**config.mk**
```make
export PLATFORM = sky130hd
export DESIGN_NAME = spike_history_archive_top
export DESIGN_NICKNAME = d
export VERILOG_FILES = /design/src/sha_pkg.sv /design/src/spike_history_archive_top.sv
export SDC_FILE = /design/constraint.sdc
export NUM_CORES = 2
export LEC_CHECK = 0
export BUFFER_PORTS_ARGS = -buffer_cell sky130_fd_sc_hd__clkbuf_2
export CAP_MARGIN = 10
export CORE_AREA = 2 2 336 338
export DETAILED_ROUTE_END_ITERATION = 7
export DIE_AREA = 0 0 338 340
export PLACE_DENSITY = 0.81
export SYNTH_ARGS = -nofsm -noshare
export SYNTH_HDL_FRONTEND = slang
export SYNTH_SLANG_ARGS = --single-unit
```
**constraint.sdc**
```tcl
create_clock -name clk -period 9.8 [get_ports clk]
set_input_delay 0.98 -clock clk [delete_from_list [all_inputs] [get_ports clk]]
set_output_delay 0.98 -clock clk [all_outputs]
set_load 0.02 [all_outputs]
```
**src/sha_pkg.sv**
```systemverilog
// Shared types and constants of the spike history archive.
`timescale 1ns / 1ps
`default_nettype none
package sha_pkg;

  // Operation codes carried on in_tuser
  localparam logic [1:0] OP_REGISTER = 2'd0;
  localparam logic [1:0] OP_QUERY    = 2'd1;
  localparam logic [1:0] OP_RECORD   = 2'd2;
  localparam logic [1:0] OP_CLEAR    = 2'd3;

  localparam int OP_W       = 2;
  localparam int TIME_W     = 32;
  localparam int OFFS_W     = 16;
  localparam int RCNT_W     = 16;
  localparam int IDX_W      = 6;
  localparam int IN_DATA_W  = 80;
  localparam int OUT_DATA_W = 24;

  localparam logic [RCNT_W-1:0] RCNT_MAX = {RCNT_W{1'b1}};

  typedef logic [OP_W-1:0]   opcode_t;
  typedef logic [TIME_W-1:0] time_t;
  typedef logic [RCNT_W-1:0] rcnt_t;
  typedef logic [IDX_W-1:0]  idx_t;

endpackage
`default_nettype wire

```
**src/spike_history_archive_top.sv**
```systemverilog
// Spike history archive: time-ordered spike FIFO with per-entry reader counts.
// Sequence: register reader and query scan entries in S_SCAN, record prunes consumed entries in
//   S_PRUNE before it appends, and each result is loaded in S_DONE; clear and a record with no
//   readers go straight to S_DONE. One entry per cycle through the history memories.
// Flow control: in_tready is low from accept until the result is loaded, so no new item is
//   taken while one is in progress; a result held back by out_tready stalls the next load.
// Reset: rst_n (synchronous, active low) empties the history and clears the reader total.
`timescale 1ns / 1ps
`default_nettype none
module spike_history_archive_top #(
  parameter int HISTORY_DEPTH = 32
) (
  input  wire                              clk,
  input  wire                              rst_n,
  // in_tdata, lowest bit up: time_a[31:0], time_b[63:32], spike_offset[79:64]
  input  wire  [sha_pkg::IN_DATA_W-1:0]    in_tdata,
  // in_tuser: opcode[1:0]
  input  wire  [sha_pkg::OP_W-1:0]         in_tuser,
  input  wire                              in_tvalid,
  output logic                             in_tready,
  // out_tdata, lowest bit up: first_index[5:0], end_index[11:6],
  // history_length[17:12], overflow[18], zero fill[23:19]
  output logic [sha_pkg::OUT_DATA_W-1:0]   out_tdata,
  output logic                             out_tvalid,
  input  wire                              out_tready
);

  // Pointer into the ring and a count that can hold the full depth
  localparam int PW = (HISTORY_DEPTH > 1) ? $clog2(HISTORY_DEPTH) : 1;
  localparam int CW = $clog2(HISTORY_DEPTH + 1);
  localparam int SW = CW + 1;

  // Sequencer states
  localparam logic [1:0] S_IDLE  = 2'd0;
  localparam logic [1:0] S_SCAN  = 2'd1;
  localparam logic [1:0] S_PRUNE = 2'd2;
  localparam logic [1:0] S_DONE  = 2'd3;

  // History memories: spike times (one port) and per-entry read counts (separate read and write slots)
  sha_pkg::time_t spike_mem [HISTORY_DEPTH];
  sha_pkg::rcnt_t rcnt_mem  [HISTORY_DEPTH];

  logic [1:0]                      state_r, state_nxt;
  logic [CW-1:0]                   pos_r, pos_nxt;
  logic                            phase_r, phase_nxt;
  logic [PW-1:0]                   oldest_r, oldest_nxt;
  logic [CW-1:0]                   count_r, count_nxt;
  sha_pkg::rcnt_t                  total_r, total_nxt;
  sha_pkg::idx_t                   first_r, first_nxt;
  sha_pkg::idx_t                   end_r, end_nxt;
  logic                            ovf_r, ovf_nxt;
  sha_pkg::opcode_t                op_r, op_nxt;
  sha_pkg::time_t                  ta_r, ta_nxt;
  sha_pkg::time_t                  tb_r, tb_nxt;
  logic                            out_valid_r, out_valid_nxt;
  logic [sha_pkg::OUT_DATA_W-1:0]  out_data_r, out_data_nxt;

  // Registered memory read data and the slot it came from
  sha_pkg::time_t                  time_q;
  sha_pkg::rcnt_t                  rcnt_q;
  logic [PW-1:0]                   cur_slot_r;

  // Shared slot unit: (oldest + position) wrapped once into the ring
  logic [CW-1:0]                   slot_pos;
  logic [SW-1:0]                   slot_sum;
  logic [SW-1:0]                   slot_wrap;
  logic [PW-1:0]                   slot;

  logic                            accept;
  logic                            entry_ok;
  logic                            le_a;
  logic                            le_b;
  logic                            prune_go;
  logic                            bump_we;
  logic                            append_we;
  sha_pkg::rcnt_t                  rcnt_inc;
  sha_pkg::time_t                  in_ta;
  sha_pkg::time_t                  in_tb;
  logic [sha_pkg::OFFS_W-1:0]      in_off;
  sha_pkg::time_t                  rec_time;

  assign in_ta  = in_tdata[31:0];
  assign in_tb  = in_tdata[63:32];
  assign in_off = in_tdata[79:64];

  // Spike time after the offset, held at zero when the offset is larger
  assign rec_time = (in_ta >= sha_pkg::TIME_W'(in_off)) ?
                    (in_ta - sha_pkg::TIME_W'(in_off)) : '0;

  assign in_tready  = (state_r == S_IDLE);
  assign accept     = in_tvalid && in_tready;
  assign out_tvalid = out_valid_r;
  assign out_tdata  = out_data_r;

  assign entry_ok = (pos_r < count_r);
  assign le_a     = (time_q <= ta_r);
  assign le_b     = (time_q <= tb_r);
  assign prune_go = (count_r > CW'(1)) && (rcnt_q >= total_r);
  assign rcnt_inc = (rcnt_q == sha_pkg::RCNT_MAX) ? rcnt_q : (rcnt_q + 1'b1);

  // Select the position the slot unit resolves this cycle
  always_comb begin
    case (state_r)
      S_SCAN:  slot_pos = CW'(pos_r + 1'b1);
      S_PRUNE: slot_pos = prune_go ? CW'(1) : count_r;
      default: slot_pos = '0;
    endcase
  end

  assign slot_sum  = SW'(oldest_r) + SW'(slot_pos);
  assign slot_wrap = (slot_sum >= SW'(HISTORY_DEPTH)) ?
                     (slot_sum - SW'(HISTORY_DEPTH)) : slot_sum;
  assign slot      = slot_wrap[PW-1:0];

  // Sequencer
  always_comb begin
    state_nxt     = state_r;
    pos_nxt       = pos_r;
    phase_nxt     = phase_r;
    oldest_nxt    = oldest_r;
    count_nxt     = count_r;
    total_nxt     = total_r;
    first_nxt     = first_r;
    end_nxt       = end_r;
    ovf_nxt       = ovf_r;
    op_nxt        = op_r;
    ta_nxt        = ta_r;
    tb_nxt        = tb_r;
    out_valid_nxt = out_valid_r;
    out_data_nxt  = out_data_r;
    bump_we       = 1'b0;
    append_we     = 1'b0;

    // Drop the result once taken; a new load below overrides this
    if (out_tready) begin
      out_valid_nxt = 1'b0;
    end

    case (state_r)
      S_IDLE: begin
        if (accept) begin
          op_nxt    = in_tuser;
          ta_nxt    = (in_tuser == sha_pkg::OP_RECORD) ? rec_time : in_ta;
          tb_nxt    = in_tb;
          pos_nxt   = '0;
          phase_nxt = 1'b0;
          first_nxt = '0;
          end_nxt   = '0;
          ovf_nxt   = 1'b0;
          case (in_tuser)
            sha_pkg::OP_REGISTER,
            sha_pkg::OP_QUERY: begin
              state_nxt = S_SCAN;
            end
            sha_pkg::OP_RECORD: begin
              state_nxt = (total_r != '0) ? S_PRUNE : S_DONE;
            end
            default: begin
              count_nxt  = '0;
              oldest_nxt = '0;
              state_nxt  = S_DONE;
            end
          endcase
        end
      end

      S_SCAN: begin
        if (op_r == sha_pkg::OP_REGISTER) begin
          if (entry_ok && le_a) begin
            bump_we = 1'b1;
            pos_nxt = CW'(pos_r + 1'b1);
          end else begin
            if (total_r != sha_pkg::RCNT_MAX) begin
              total_nxt = total_r + 1'b1;
            end
            state_nxt = S_DONE;
          end
        end else begin
          if (!entry_ok) begin
            if (!phase_r) begin
              first_nxt = sha_pkg::IDX_W'(pos_r);
            end
            end_nxt   = sha_pkg::IDX_W'(pos_r);
            state_nxt = S_DONE;
          end else if (!phase_r && le_a) begin
            pos_nxt = CW'(pos_r + 1'b1);
          end else if (le_b) begin
            if (!phase_r) begin
              first_nxt = sha_pkg::IDX_W'(pos_r);
            end
            phase_nxt = 1'b1;
            bump_we   = 1'b1;
            pos_nxt   = CW'(pos_r + 1'b1);
          end else begin
            if (!phase_r) begin
              first_nxt = sha_pkg::IDX_W'(pos_r);
            end
            end_nxt   = sha_pkg::IDX_W'(pos_r);
            state_nxt = S_DONE;
          end
        end
      end

      S_PRUNE: begin
        if (prune_go) begin
          // Advance past an oldest entry that every reader has consumed
          oldest_nxt = slot;
          count_nxt  = CW'(count_r - 1'b1);
        end else begin
          if (count_r >= CW'(HISTORY_DEPTH)) begin
            ovf_nxt = 1'b1;
          end else begin
            append_we = 1'b1;
            count_nxt = CW'(count_r + 1'b1);
          end
          state_nxt = S_DONE;
        end
      end

      S_DONE: begin
        // Hold until the output register is free
        if (!out_valid_r || out_tready) begin
          out_valid_nxt = 1'b1;
          out_data_nxt  = sha_pkg::OUT_DATA_W'({ovf_r, sha_pkg::IDX_W'(count_r),
                                                end_r, first_r});
          state_nxt     = S_IDLE;
        end
      end

      default: begin
        state_nxt = S_IDLE;
      end
    endcase
  end

  always_ff @(posedge clk) begin
    if (!rst_n) begin
      state_r     <= S_IDLE;
      pos_r       <= '0;
      phase_r     <= 1'b0;
      oldest_r    <= '0;
      count_r     <= '0;
      total_r     <= '0;
      out_valid_r <= 1'b0;
    end else begin
      state_r     <= state_nxt;
      pos_r       <= pos_nxt;
      phase_r     <= phase_nxt;
      oldest_r    <= oldest_nxt;
      count_r     <= count_nxt;
      total_r     <= total_nxt;
      out_valid_r <= out_valid_nxt;
    end
  end

  always_ff @(posedge clk) begin
    first_r    <= first_nxt;
    end_r      <= end_nxt;
    ovf_r      <= ovf_nxt;
    op_r       <= op_nxt;
    ta_r       <= ta_nxt;
    tb_r       <= tb_nxt;
    out_data_r <= out_data_nxt;
    cur_slot_r <= slot;
  end

  // Spike time memory: append writes, one registered read per cycle
  always_ff @(posedge clk) begin
    if (append_we) begin
      spike_mem[slot] <= ta_r;
    end
    time_q <= spike_mem[slot];
  end

  // Read count memory: bump writes back to the slot just read, append clears
  always_ff @(posedge clk) begin
    if (bump_we) begin
      rcnt_mem[cur_slot_r] <= rcnt_inc;
    end else if (append_we) begin
      rcnt_mem[slot] <= '0;
    end
    rcnt_q <= rcnt_mem[slot];
  end

endmodule
`default_nettype wire

```
==> impl_metrics.tcl <==
set metrics [dict create \
    outcome "finished, final reports clean" \
    fmax_mhz 128.5 \
    rows 123 \
    drive_above_1_share 0.2364 \
    worst_ep_arrival_time_ns 8.15 \
    wl_per_cell_um 30.79 \
    yosysWarnings 0 \
    mostFrequentLayoutCells "edfxtp_1 (1634), mux4_2 (394), nand2_1 (282)" \
    drt_iter0_drc 5747 \
    cp_common_cell "a21oi_1" \
    grt_antenna_before_repair 5 \
    syn2layout_area_growth_pct 12.20 \
    hold_buffers 0 \
    post-dp-hpwl_um 98270 \
    core-area_sq_um 111600 \
    io_buffers 106 \
    grt_setup_unrepaired "false" \
    synthCells 3714 \
    fill_cells 6420 \
    synth_edf_count 1634 \
    finalSetupTns_ns 0 \
    track_usage 0.3024 \
    h-tree-depth 4 \
    p_per_area_nw_per_um2 255.4 \
    hp-class "input port to flip-flop" \
    avgViaCountPerCell 6.840 \
    cp_cell_sequence "inv_1 -> ha_1 -> a21oi_1 -> nand2_1 -> a21o_1 -> a211oi_1 -> a21oi_1 -> o21ai_0 -> a21boi_0 -> ha_4 -> fa_4 -> a21o_1 -> a21oi_1 -> xor2_1 -> nand4_1 -> nor3_4 -> buf_4 -> nor3_2 -> buf_4 -> inv_4 -> nand4_1 -> a21oi_2" \
    start_util 0.6233 \
    post_cts_buffers 0 \
    vias 38020 \
    clk_pin_slew_ns 0.06 \
    final_common_cell "edfxtp_1" \
    finalSetupViolCount 0 \
    finalWorstPathRequiredPeriod_ns 7.783 \
    grt_overflow 0 \
    worstPathRequired_ns 10.17 \
    drv_slew 0 \
    worstHoldStart "in_tdata[50]" \
    num_io_pins 112 \
    relSlewSlack 0.1878 \
    drtPass1Iterations 8 \
    worst_pin_slew_ns 1.214 \
    cpMaxStageDelayCell "a21oi_2" \
    die_y_um 340 \
    ys_ff_latch 1724 \
    final_cells 5559 \
    max-clock-path-buffers 3 \
    worstSetupPathType "flip-flop to flip-flop" \
    synthFlopType "edfxtp_1" \
    place.gp.congestion 0.8878 \
    drc 0 \
    post-route-period-util 0.7942 \
    synth_area_sq_um 69550 \
    maxCapViolations 0 \
    dp_cells 5250 \
    cts_tree "yes" \
    crit_path_start "total_r[6]" \
    avgSynthCellArea_sq_um 18.73 \
    drtAntennaViolNets 0 \
    grt_max_degree 148 \
    final_nets 4124 \
    root_buffer "clkbuf_16" \
    cts_buffers 164 \
    hold_viol 0 \
    die_w_um 338 \
    die-area_sq_um 114900 \
    postCtsResizedCells 0 \
    seq_area_frac_synth 0.7314 \
    path_max_fanout 48 \
    fin_worst_skew_ns 0.04772 \
    r2r-start "total_r[6]" \
    critPathCaptureType "flip-flop" \
    clock_sinks 1724 \
    grt_pass1_vias 37800 \
    synth_cell_types 79 \
    start_kind "flip-flop" \
    grt_pass1_wl_um 251600 \
    ys_async_sr_fraction 0 \
    drt-total-wl_um 171200 \
    max_stage_delay_ns 0.98 \
    vdd_drop_max_uv 194.7 \
    p_leak_nw 25.04 \
    clkLatencyLatePin_ns 0.79 \
]
worst max-delay path, delay by kind of cell (launching register included):
family	cells	cell delay, ns
buf+inv	4	1.28
fa+ha+maj	3	1.01
xor+xnor	1	0.54
compound gates	9	3.13
flops	1	0.39
simple gates	5	1.00
cell families (layout without fill, tap and decap cells):
| logic type | Yosys count | in the layout | share of synthesized area |
|---|---|---|---|
| adders and majority gates | 120 | 120 | 0.02180 |
| AOI/OAI and AO/OA | 439 | 439 | 0.04253 |
| and+or+nand+nor | 567 | 567 | 0.03715 |
| buffers and inverters | 316 | 655 | 0.01785 |
| muxes | 505 | 505 | 0.1439 |
| DFF | 1724 | 1724 | 0.7314 |
| xor gates and xnor gates | 42 | 42 | 0.005289 |
| other | 1 | 7 | 0.00005392 |
state kept, by name, indices dropped and copies added (netlist names), 2 cells and up:
signal and count:
spike_mem 1024, out_tdata 19, pos_r 6, time_q 32, oldest_r 5, ta_r 32
cur_slot_r 5, op_r 2, rcnt_mem 512, first_r 6, state_r 2, rcnt_q 16
tb_r 32, end_r 6, count_r 6, total_r 16
metal layers:
| layer | track usage | vias to the layer above | routed length [um] |
|---|---|---|---|
| met5 | 0 | - | 55 |
| met4 | 0.09296 | 8 | 5309 |
| met3 | 0.08181 | 410 | 22400 |
| met2 | 0.4667 | 2877 | 81620 |
| met1 | 0.4292 | 19220 | 61770 |
| li1 | - | 15510 | - |
synthesized netlist by cell type (all sizes together) (5+ instances only):
cell type	number	area share
a21oi	110	0.0079
mux2i	105	0.015
nor2	96	0.0053
o21ai	87	0.0063
o31ai	18	0.0020
nand2	283	0.015
a21o	17	0.0018
a22oi	7	0.00076
edfxtp	1634	0.71
o21a	7	0.00076
a211oi	5	0.00054
xor2	17	0.0021
a311oi	5	0.00072
inv	127	0.0069
nand3	33	0.0024
mux4	394	0.13
o41ai	5	0.00063
a21boi	5	0.00054
o221ai	42	0.0053
nand2b	9	0.00081
buf	67	0.0044
and3	8	0.00074
nor2b	11	0.00099
xnor2	25	0.0031
clkbuf	120	0.0065
nand4	38	0.0034
or3	14	0.0013
nor4	11	0.0012
a2111oi	47	0.0062
and2	10	0.00094
a31oi	46	0.0041
ha	118	0.021
dfxtp	90	0.026
o2111ai	6	0.00076
or2	6	0.00058
o211ai	6	0.00065
nor3	35	0.0027
mux2	6	0.0012
stage by stage:
step                      setup WS (ns)  cell area, sq um  utilization  hold slack [ns]  power, W
final                             2.017             78030       0.6994           0.3737   0.01993
after floorplan                   2.699             69560            -           0.4003   0.01199
after detailed placement          2.064             72610       0.6508           0.4045   0.01360
after global routing              1.535             78030       0.6994           0.3623   0.02052
after CTS                         2.024             78010       0.6992           0.3396   0.01991
after global placement            2.382             72610       0.6508           0.4028   0.01345
report_power, final:
group	internal, W	switching (W)	leakage [nW]
Combinational	0.00148	0.00271	6.88
Clock	0.00362	0.00275	2.65
Sequential	0.00915	0.000235	15.5
Total	0.0142	0.00569	25.0
cell type report:
type / count / area [sq um] / share of cell area
flip-flops and latches: 1724 / 50870 / 0.6519
well taps: 1500 / 1877 / 0.02405
multi-input cells: 1678 / 17930 / 0.2298
diodes: 2 / 5.005 / 0.00006414
clock buffers: 215 / 4439 / 0.05689
inverters: 129 / 491.7 / 0.006301
clock inverters: 90 / 962.2 / 0.01233
repair buffers: 221 / 1461 / 0.01873
final timing paths:
check / end / slack (ns) / cells after the start
setup / recovery: rcnt_mem[17][10] / 2.02 / 22
hold / removal: tb_r[18] / 0.37 / 1
setup reg to reg: rcnt_mem[17][10] / 2.02 / 22
hold reg to reg: out_tdata[7] / 0.42 / 0
Note: power is estimated with default switching activity, not from simulation.
